<file path="src/hdl/page_table_lru_fifo_translate_macros.svh">
// Assertion macros shared by the page table translator RTL.
`ifndef PAGE_TABLE_LRU_FIFO_TRANSLATE_MACROS_SVH
`define PAGE_TABLE_LRU_FIFO_TRANSLATE_MACROS_SVH
`ifndef ASSERT_OFF
`define PTLF_ASSERT(lbl, cond, msg) \
  lbl: assert property (@(posedge clk) disable iff (rst) (cond)) else $error(msg);
`define PTLF_ASSERT_NEXT(lbl, pre, post, msg) \
  lbl: assert property (@(posedge clk) disable iff (rst) (pre) |=> (post)) else $error(msg);
`else
`define PTLF_ASSERT(lbl, cond, msg)
`define PTLF_ASSERT_NEXT(lbl, pre, post, msg)
`endif
`endif

</file>
<file path="src/hdl/ptlf_pkg.sv">
// Shared types and constants of the page table translator.
package ptlf_pkg;
  localparam int VA_W = 31;
  localparam int PW_W = 17;
  localparam int FC_W = 5;
  localparam int PA_W = 20;
  localparam int FR_OUT_W = 4;
  localparam int MAX_FRAMES_DEF = 16;

  localparam logic [PW_W-1:0] PAGE_WORDS_RST = 17'd256;
  localparam logic [FC_W-1:0] FRAME_COUNT_RST = 5'd16;
  localparam logic POLICY_LRU = 1'b0;
  localparam logic POLICY_FIFO = 1'b1;

  typedef enum logic [1:0] {
    REG_PAGE_WORDS = 2'd0,
    REG_FRAME_COUNT = 2'd1,
    REG_POLICY = 2'd2,
    REG_NONE = 2'd3
  } reg_index_t;

  typedef enum logic [2:0] {
    S_IDLE = 3'b001,
    S_DIV = 3'b010,
    S_DONE = 3'b100
  } state_t;

  // Per-cell control: live marks a resident entry, shift takes the right
  // neighbor's contents, load takes the broadcast page and frame.
  typedef struct packed {
    logic live;
    logic shift;
    logic load;
  } cell_ctl_t;
endpackage

</file>
<file path="src/hdl/page_table_lru_fifo_translate.sv">
// Top level of the fully associative page table translator.
//
//  channel  direction  handshake            payload
//  in       input      in_valid / in_stall    virtual_address
//  out      output     out_valid / out_stall  physical_address, fault, evicted, frame
//  cfg      input      cfg_write              cfg_index, cfg_data
//
// An accepted item first runs through the bit-serial divider that splits the
// address into page and offset. The controller then sees the divider finish,
// and the cell row is searched and updated and the result is registered. The
// block holds one item at a time: the next item is accepted only once the
// controller has returned to its idle state after the table update.
// Reset, and any write to a known register, empties the table through the fill
// count at once; no clearing pass is needed. The result waits in an output
// register while out_stall is high; the next item's table update waits until
// the output register is free, and no further item is accepted meanwhile.
`include "page_table_lru_fifo_translate_macros.svh"
module page_table_lru_fifo_translate #(
  parameter int MAX_FRAMES = ptlf_pkg::MAX_FRAMES_DEF
) (
  input  logic                          clk,
  input  logic                          rst,
  input  logic                          in_valid,
  output logic                          in_stall,
  input  logic [ptlf_pkg::VA_W-1:0]     virtual_address,
  output logic                          out_valid,
  input  logic                          out_stall,
  output logic [ptlf_pkg::PA_W-1:0]     physical_address,
  output logic                          fault,
  output logic                          evicted,
  output logic [ptlf_pkg::FR_OUT_W-1:0] frame,
  input  logic                          cfg_write,
  input  logic [1:0]                    cfg_index,
  input  logic [ptlf_pkg::PW_W-1:0]     cfg_data
);
  import ptlf_pkg::*;

  // Frame numbers and the fill count are sized by the table depth.
  localparam int FW = (MAX_FRAMES > 1) ? $clog2(MAX_FRAMES) : 1;
  localparam int CW = $clog2(MAX_FRAMES + 1);

  logic [PW_W-1:0] page_words;
  logic [FC_W-1:0] frame_count;
  logic policy;
  logic clear;

  state_t state;
  logic [CW-1:0] used;
  logic [CW-1:0] nf;
  logic in_accept;
  logic out_free;
  logic update;

  logic [PW_W-1:0] pw;
  logic div_done;
  logic [VA_W-1:0] vp;
  logic [PW_W-1:0] off;

  cell_ctl_t ctl [MAX_FRAMES];
  logic [VA_W-1:0] c_page [MAX_FRAMES];
  logic [FW-1:0] c_frame [MAX_FRAMES];
  logic [MAX_FRAMES-1:0] c_match;

  logic hit;
  logic [FW-1:0] hit_idx;
  logic full;
  logic [VA_W-1:0] new_page;
  logic [FW-1:0] new_frame;
  logic [FW-1:0] res_frame;
  logic [PW_W+FW-1:0] product;

  assign in_accept = in_valid && !in_stall;
  assign in_stall = state != S_IDLE;
  assign out_free = !out_valid || !out_stall;
  assign update = (state == S_DONE) && out_free;

  // A page size of zero behaves as one word per page.
  assign pw = (page_words == '0) ? PW_W'(1) : page_words;

  // The frame count is held between one and the table depth.
  always_comb begin
    if (frame_count == '0) begin
      nf = CW'(1);
    end else if (int'(frame_count) > MAX_FRAMES) begin
      nf = CW'(MAX_FRAMES);
    end else begin
      nf = CW'(frame_count);
    end
  end

  assign clear = cfg_write && (reg_index_t'(cfg_index) != REG_NONE);

  always_ff @(posedge clk) begin
    if (rst) begin
      page_words <= PAGE_WORDS_RST;
      frame_count <= FRAME_COUNT_RST;
      policy <= POLICY_LRU;
    end else if (cfg_write) begin
      unique case (reg_index_t'(cfg_index))
        REG_PAGE_WORDS: page_words <= cfg_data;
        REG_FRAME_COUNT: frame_count <= cfg_data[FC_W-1:0];
        REG_POLICY: policy <= cfg_data[0];
        REG_NONE: ;
        default: ;
      endcase
    end
  end

  ptlf_div u_div (
    .clk(clk),
    .rst(rst),
    .start(in_accept),
    .dividend(virtual_address),
    .divisor(pw),
    .done(div_done),
    .quotient(vp),
    .remainder(off)
  );

  always_ff @(posedge clk) begin
    if (rst) begin
      state <= S_IDLE;
    end else begin
      unique case (state)
        S_IDLE: if (in_accept) state <= S_DIV;
        S_DIV: if (div_done) state <= S_DONE;
        S_DONE: if (out_free) state <= S_IDLE;
        default: state <= S_IDLE;
      endcase
    end
  end

  // Resident entries always sit in cells 0 .. used-1, so the fill count alone
  // says which cells are live. The first match among them is the hit.
  always_comb begin
    hit = 1'b0;
    hit_idx = '0;
    for (int k = MAX_FRAMES - 1; k >= 0; k--) begin
      if (c_match[k]) begin
        hit = 1'b1;
        hit_idx = FW'(k);
      end
    end
  end

  assign full = used >= nf;

  // Broadcast value and result frame for the three cases: a hit returns the hit
  // entry itself, which under LRU is rotated to the tail, a fill takes the slot
  // number, an eviction reuses the head entry's frame for the new page.
  always_comb begin
    if (hit) begin
      new_page = c_page[hit_idx];
      new_frame = c_frame[hit_idx];
    end else if (!full) begin
      new_page = vp;
      new_frame = used[FW-1:0];
    end else begin
      new_page = vp;
      new_frame = c_frame[0];
    end
  end
  assign res_frame = new_frame;

  for (genvar k = 0; k < MAX_FRAMES; k++) begin : g_cell
    always_comb begin
      ctl[k].live = k < int'(used);
      ctl[k].shift = 1'b0;
      ctl[k].load = 1'b0;
      if (update) begin
        if (hit) begin
          if (policy == POLICY_LRU) begin
            ctl[k].shift = (k >= int'(hit_idx)) && (k < int'(used) - 1);
            ctl[k].load = k == int'(used) - 1;
          end
        end else if (!full) begin
          ctl[k].load = k == int'(used);
        end else begin
          ctl[k].shift = k < int'(nf) - 1;
          ctl[k].load = k == int'(nf) - 1;
        end
      end
    end

    if (k == MAX_FRAMES - 1) begin : g_last
      ptlf_cell #(.FW(FW)) u_cell (
        .clk(clk),
        .ctl(ctl[k]),
        .key(vp),
        .nb_page('0),
        .nb_frame('0),
        .new_page(new_page),
        .new_frame(new_frame),
        .page(c_page[k]),
        .frame(c_frame[k]),
        .match(c_match[k])
      );
    end else begin : g_mid
      ptlf_cell #(.FW(FW)) u_cell (
        .clk(clk),
        .ctl(ctl[k]),
        .key(vp),
        .nb_page(c_page[k+1]),
        .nb_frame(c_frame[k+1]),
        .new_page(new_page),
        .new_frame(new_frame),
        .page(c_page[k]),
        .frame(c_frame[k]),
        .match(c_match[k])
      );
    end
  end

  always_ff @(posedge clk) begin
    if (rst || clear) begin
      used <= '0;
    end else if (update && !hit && !full) begin
      used <= used + 1'b1;
    end
  end

  assign product = (PW_W+FW)'(pw) * (PW_W+FW)'(res_frame);

  always_ff @(posedge clk) begin
    if (rst) begin
      out_valid <= 1'b0;
    end else if (update) begin
      out_valid <= 1'b1;
    end else if (!out_stall) begin
      out_valid <= 1'b0;
    end
  end

  always_ff @(posedge clk) begin
    if (update) begin
      physical_address <= PA_W'(PA_W'(product) + PA_W'(off));
      fault <= !hit;
      evicted <= !hit && full;
      frame <= FR_OUT_W'(res_frame);
    end
  end

  `PTLF_ASSERT(a_used_bound, used <= nf, "fill count past frame count")
  `PTLF_ASSERT_NEXT(a_out_hold, out_valid && out_stall, out_valid, "result dropped")
  `PTLF_ASSERT_NEXT(a_start_div, in_accept, state == S_DIV, "divider not started")
  `PTLF_ASSERT_NEXT(a_update_out, update, out_valid, "update without result")
  `PTLF_ASSERT(a_hit_single, $onehot0(c_match), "page resident twice")
endmodule

</file>
<file path="src/hdl/ptlf_div.sv">
// Restoring divider, one quotient bit per cycle.
module ptlf_div (
  input  logic                     clk,
  input  logic                     rst,
  input  logic                     start,
  input  logic [ptlf_pkg::VA_W-1:0] dividend,
  input  logic [ptlf_pkg::PW_W-1:0] divisor,
  output logic                     done,
  output logic [ptlf_pkg::VA_W-1:0] quotient,
  output logic [ptlf_pkg::PW_W-1:0] remainder
);
  import ptlf_pkg::*;

  localparam int CNT_W = $clog2(VA_W + 1);

  logic [CNT_W-1:0] count;
  logic [VA_W-1:0] quo;
  logic [PW_W-1:0] rem;
  logic [PW_W-1:0] dvs;
  logic [PW_W:0] trial;
  logic take;

  assign trial = {rem, quo[VA_W-1]};
  assign take = trial >= {1'b0, dvs};

  always_ff @(posedge clk) begin
    if (rst) begin
      count <= '0;
      done <= 1'b0;
    end else begin
      done <= 1'b0;
      if (start) begin
        count <= CNT_W'(VA_W);
      end else if (count != '0) begin
        count <= count - 1'b1;
        if (count == CNT_W'(1)) begin
          done <= 1'b1;
        end
      end
    end
  end

  always_ff @(posedge clk) begin
    if (start) begin
      quo <= dividend;
      rem <= '0;
      dvs <= divisor;
    end else if (count != '0) begin
      if (take) begin
        rem <= PW_W'(trial - {1'b0, dvs});
      end else begin
        rem <= trial[PW_W-1:0];
      end
      quo <= {quo[VA_W-2:0], take};
    end
  end

  assign quotient = quo;
  assign remainder = rem;
endmodule

</file>
<file path="src/hdl/ptlf_cell.sv">
// One table entry: holds a page and a frame, compares the page to the key.
module ptlf_cell #(
  parameter int FW = 4
) (
  input  logic                      clk,
  input  ptlf_pkg::cell_ctl_t       ctl,
  input  logic [ptlf_pkg::VA_W-1:0] key,
  input  logic [ptlf_pkg::VA_W-1:0] nb_page,
  input  logic [FW-1:0]             nb_frame,
  input  logic [ptlf_pkg::VA_W-1:0] new_page,
  input  logic [FW-1:0]             new_frame,
  output logic [ptlf_pkg::VA_W-1:0] page,
  output logic [FW-1:0]             frame,
  output logic                      match
);
  import ptlf_pkg::*;

  always_ff @(posedge clk) begin
    if (ctl.load) begin
      page <= new_page;
      frame <= new_frame;
    end else if (ctl.shift) begin
      page <= nb_page;
      frame <= nb_frame;
    end
  end

  assign match = ctl.live && (page == key);
endmodule
</file>
<file path="config.mk">
export PLATFORM = sky130hd
export DESIGN_NAME = page_table_lru_fifo_translate
export DESIGN_NICKNAME = d
export VERILOG_FILES = /design/src/hdl/ptlf_pkg.sv /design/src/hdl/page_table_lru_fifo_translate.sv /design/src/hdl/ptlf_div.sv /design/src/hdl/ptlf_cell.sv
export VERILOG_INCLUDE_DIRS = /design/src /design/src/hdl
export SDC_FILE = /design/constraint.sdc
export NUM_CORES = 2
export LEC_CHECK = 0
export BUFFER_PORTS_ARGS = -buffer_cell sky130_fd_sc_hd__clkbuf_2
export CORE_ASPECT_RATIO = 1.25
export CORE_MARGIN = 2
export CORE_UTILIZATION = 35
export DETAILED_ROUTE_END_ITERATION = 7
export SYNTH_ARGS = -nofsm -noshare
export SYNTH_HDL_FRONTEND = slang
export SYNTH_SLANG_ARGS = --single-unit
export TNS_END_PERCENT = 5
</file>
<file path="constraint.sdc">
create_clock -name clk -period 25.1 [get_ports clk]
set_clock_uncertainty 0.15 [all_clocks]
set_input_delay 2.51 -clock clk [delete_from_list [all_inputs] [get_ports clk]]
set_output_delay 2.51 -clock clk [all_outputs]
set_load 0.01 [all_outputs]
</file>
==> metrics.md <==
| Metric | Value |
|---|---|
| Syn Nets | `3,715` |
| Vias in the first global route | `28,507` |
| Critical path capture point type | `register` |
| Reg2reg end | `physical_address[19]$_DFFE_PP_` |
| CORE AREA | `118,000 sq um` |
| Setup TNS | `0 ps` |
| Critical Path Fanout Max | `33` |
| Nets | `3,692` |
| Starting Density | `0.353` |
| Mean post-synth cell area | `11.7 sq um` |
| RSZ-0062 raised after global routing | `false` |
| Most common cell in the netlist | `edfxtp_1` |
| Reg-to-reg setup timing slack | `14,310 ps` |
| Max Slew Vio Count | `0` |
| CTS sink count | `689` |
| Share of synthesized registers carrying an async set or reset | `0` |
| Worst skew pair latency | `660 ps` |
| Row cnt | `141` |
| PwrDens | `72.0 nW/um^2` |
| CTS max path bufs | `3` |
| Peak VDD IR | `0.0000712 V` |
| H-tree levels | `3` |
| Outcome | `finished, final reports clean` |
| Clock buffer count from CTS | `76` |
| Total inserted antenna cells | `0` |
| DR pass1 iterations | `8` |
| Synth Instances | `3,549` |
| Largest net degree at the start of global routing | `43` |
| Number of port buffers | `82` |
| Reg2reg start | `u_div.quotient[22]$_DFFE_PP_` |
| Setup WS post-layout | `14,310 ps` |
| Die Y | `390 microns` |
| R2r worst-path depth | `32` |
| Die width | `313 microns` |
| Final Hold Fails | `0` |
| Post-synth EDFFs | `634` |
| Distinct cells, synth | `87` |
| Clock slew at reported path FFs | `70 ps` |
| Final setup vio count | `0` |
| Area contributors post-synth | `edfxtp_1 (46%), mux2_2 (14%), xor2_1 (6.0%)` |
| Number of DRC markers in iteration 0 | `2,202` |
| Synth top cells by count | `edfxtp_1 (634), mux2_2 (511), xor2_1 (285)` |
| DR vias | `28,206` |
| Hold WC Path Type | `reg -> reg` |
| Worst EP arrival | `11,110 ps` |
| CTS tree | `built` |
| Detail Route Antenna Nets | `0` |
| Synth top area share | `0.457` |
| Post-cts sizing count | `0` |
| Fillcell total | `11,451` |
| Seq cells post-synth | `689` |
| Top FF cell, synth | `edfxtp_1` |
| CP startpoint kind | `register` |
| Routed len/inst | `24.6 microns` |
| Worst hold path startpoint | `page_words[0]$_SDFFE_PP0P_` |
| Post-DP HPWL | `90,900 microns` |
| Root Driver | `clkbuf_16` |
| Tmin final | `10,790 ps` |
| Gr usage total | `0.204` |
| Max Cap Viol | `0` |
| Worst path max stage delay | `940 ps` |
| Cell taking the most area after synthesis | `edfxtp_1` |
| Lkg Pwr | `15.8 nW` |
| Seq/Total Area, Yosys | `0.483` |
| Ports | `83` |
| Post-route DRC | `0` |
| Ys Warns | `0` |
| Initial antenna violation count | `3` |
| Post-CTS Hold Buffers | `0` |
| Hold path endpoint | `page_words[0]$_SDFFE_PP0P_` |
| Final RePlAce weighted congestion | `0.940` |
| Final Util | `0.391` |
| Hold slack | `341 ps` |
| Max stage delay cell, worst path | `nor4_1` |
| Max Clock Freq | `0.0926 GHz` |
| Slew headroom | `0.221` |
| # Post-CTS Setup Buffers | `0` |
| Total gr overflow | `0` |
| Worst setup path class | `reg -> reg` |
| CP required | `25,420 ps` |
| Worst Max-Slew Pin Slew | `1170 ps` |
| Area Overhead vs Synth | `10.7%` |
| Fin crit share | `0.430` |
| Layout cells sized above 1 | `0.235` |
| PnR Total Power | `3.33 mW` |
| WL final | `127,000 microns` |
| First-pass GRT wire length | `189,000 microns` |
| Die ar. | `122,000 sq um` |
| Synthesized area | `41,700 sq um` |
| Hold Path Depth | `2` |
| Setup slack at placement | `14,380 ps` |
| Vias per cell | `5.47` |
[worst max path at each step]
| stage | from | endpoint | slack, ps | cells after the start |
|---|---|---|---|---|
| after floorplan | u_div.quotient[10]$_DFFE_PP_ | physical_address[19]$_DFFE_PP_ | 16590 | 35 |
| after global placement | u_div.quotient[22]$_DFFE_PP_ | physical_address[19]$_DFFE_PP_ | 14450 | 32 |
| after detailed placement | u_div.quotient[22]$_DFFE_PP_ | physical_address[19]$_DFFE_PP_ | 14380 | 32 |
| after CTS | u_div.quotient[22]$_DFFE_PP_ | physical_address[19]$_DFFE_PP_ | 14300 | 32 |
| after global routing | u_div.quotient[22]$_DFFE_PP_ | physical_address[19]$_DFFE_PP_ | 13680 | 32 |
| final | u_div.quotient[22]$_DFFE_PP_ | physical_address[19]$_DFFE_PP_ | 14310 | 32 |
[worst max-delay path, delay by kind of cell, from the launching register on]
family	cells	cell delay, ps
mux	2	1150
compound gates	14	3610
flops	1	700
fa+ha+maj	4	1900
xor+xnor	1	470
simple gates	8	2050
buf+inv	3	520
[routing by layer]
| metal | vias up | GRT usage | share of wire |
|---|---|---|---|
| li1 | 12901 | - | - |
| met1 | 14144 | 0.246 | 0.40 |
| met2 | 882 | 0.369 | 0.51 |
| met3 | 275 | 0.0221 | 0.041 |
| met4 | 4 | 0.0860 | 0.042 |
| met5 | - | 0 | 0.00021 |
[kinds of logic after synthesis]
| group | share of synthesized area |
|---|---|
| AND/OR/NAND/NOR | 0.124 |
| flip-flops | 0.483 |
| buffers and inverters | 0.0397 |
| XOR/XNOR | 0.113 |
| multiplexers | 0.151 |
| AO/OA/AOI/OAI | 0.0471 |
| adder cells (fa/ha/maj) | 0.0416 |
[registers in the layout (all words and copies together) (netlist names)]
signal / flops
u_div.quotient: 31
frame: 4
state: 3
u_div.done: 1
u_div.dvs: 17
g_cell.g_mid.u_cell.frame: 60
physical_address: 20
page_words: 17
frame_count: 5
evicted: 1
used: 5
g_cell.g_last.u_cell.frame: 4
fault: 1
policy: 1
u_div.count: 5
u_div.remainder: 17
g_cell.g_last.u_cell.page: 31
out_valid: 1
g_cell.g_mid.u_cell.page: 465
[cell usage in the layout, fill, tap and decap left out, drive strengths merged, types with 16 or more instances in the layout]
cell,instances
or4,18
a21oi,119
edfxtp,634
clkinv,32
xor2,285
buf,76
and3,16
nor2b,22
xnor2,251
and2,97
nor4,141
nand2,255
inv,115
mux2,514
mux2i,52
ha,65
o21ai,62
clkbuf,173
fa,46
nand4,114
dfxtp,55
nor3,49
nand3,53
nor2,121
[cell type report]
cell class	instances	area, sq um	share of cell area
clock buffers	91	2050	0.0444
clock inverters	47	448	0.00970
inverters	111	417	0.00902
multi-input cells	2490	20200	0.437
flip-flops and latches	689	20100	0.436
well taps	1573	1970	0.0426
repair buffers	158	981	0.0212
[through the flow]
step                instance area (sq um)  cells
floorplan                           41700   3549
global placement                    43700   5021
detailed placement                  43700   5021
CTS                                 46200   5159
global route                        46200   5159
finish                              46200   5159
[where the power goes]
group / internal, mW / switching (mW) / total, mW
logic: 0.264 / 0.620 / 0.884
registers: 1.28 / 0.0264 / 1.30
clock network: 0.641 / 0.500 / 1.14
Power figures use the tool's default switching activity.
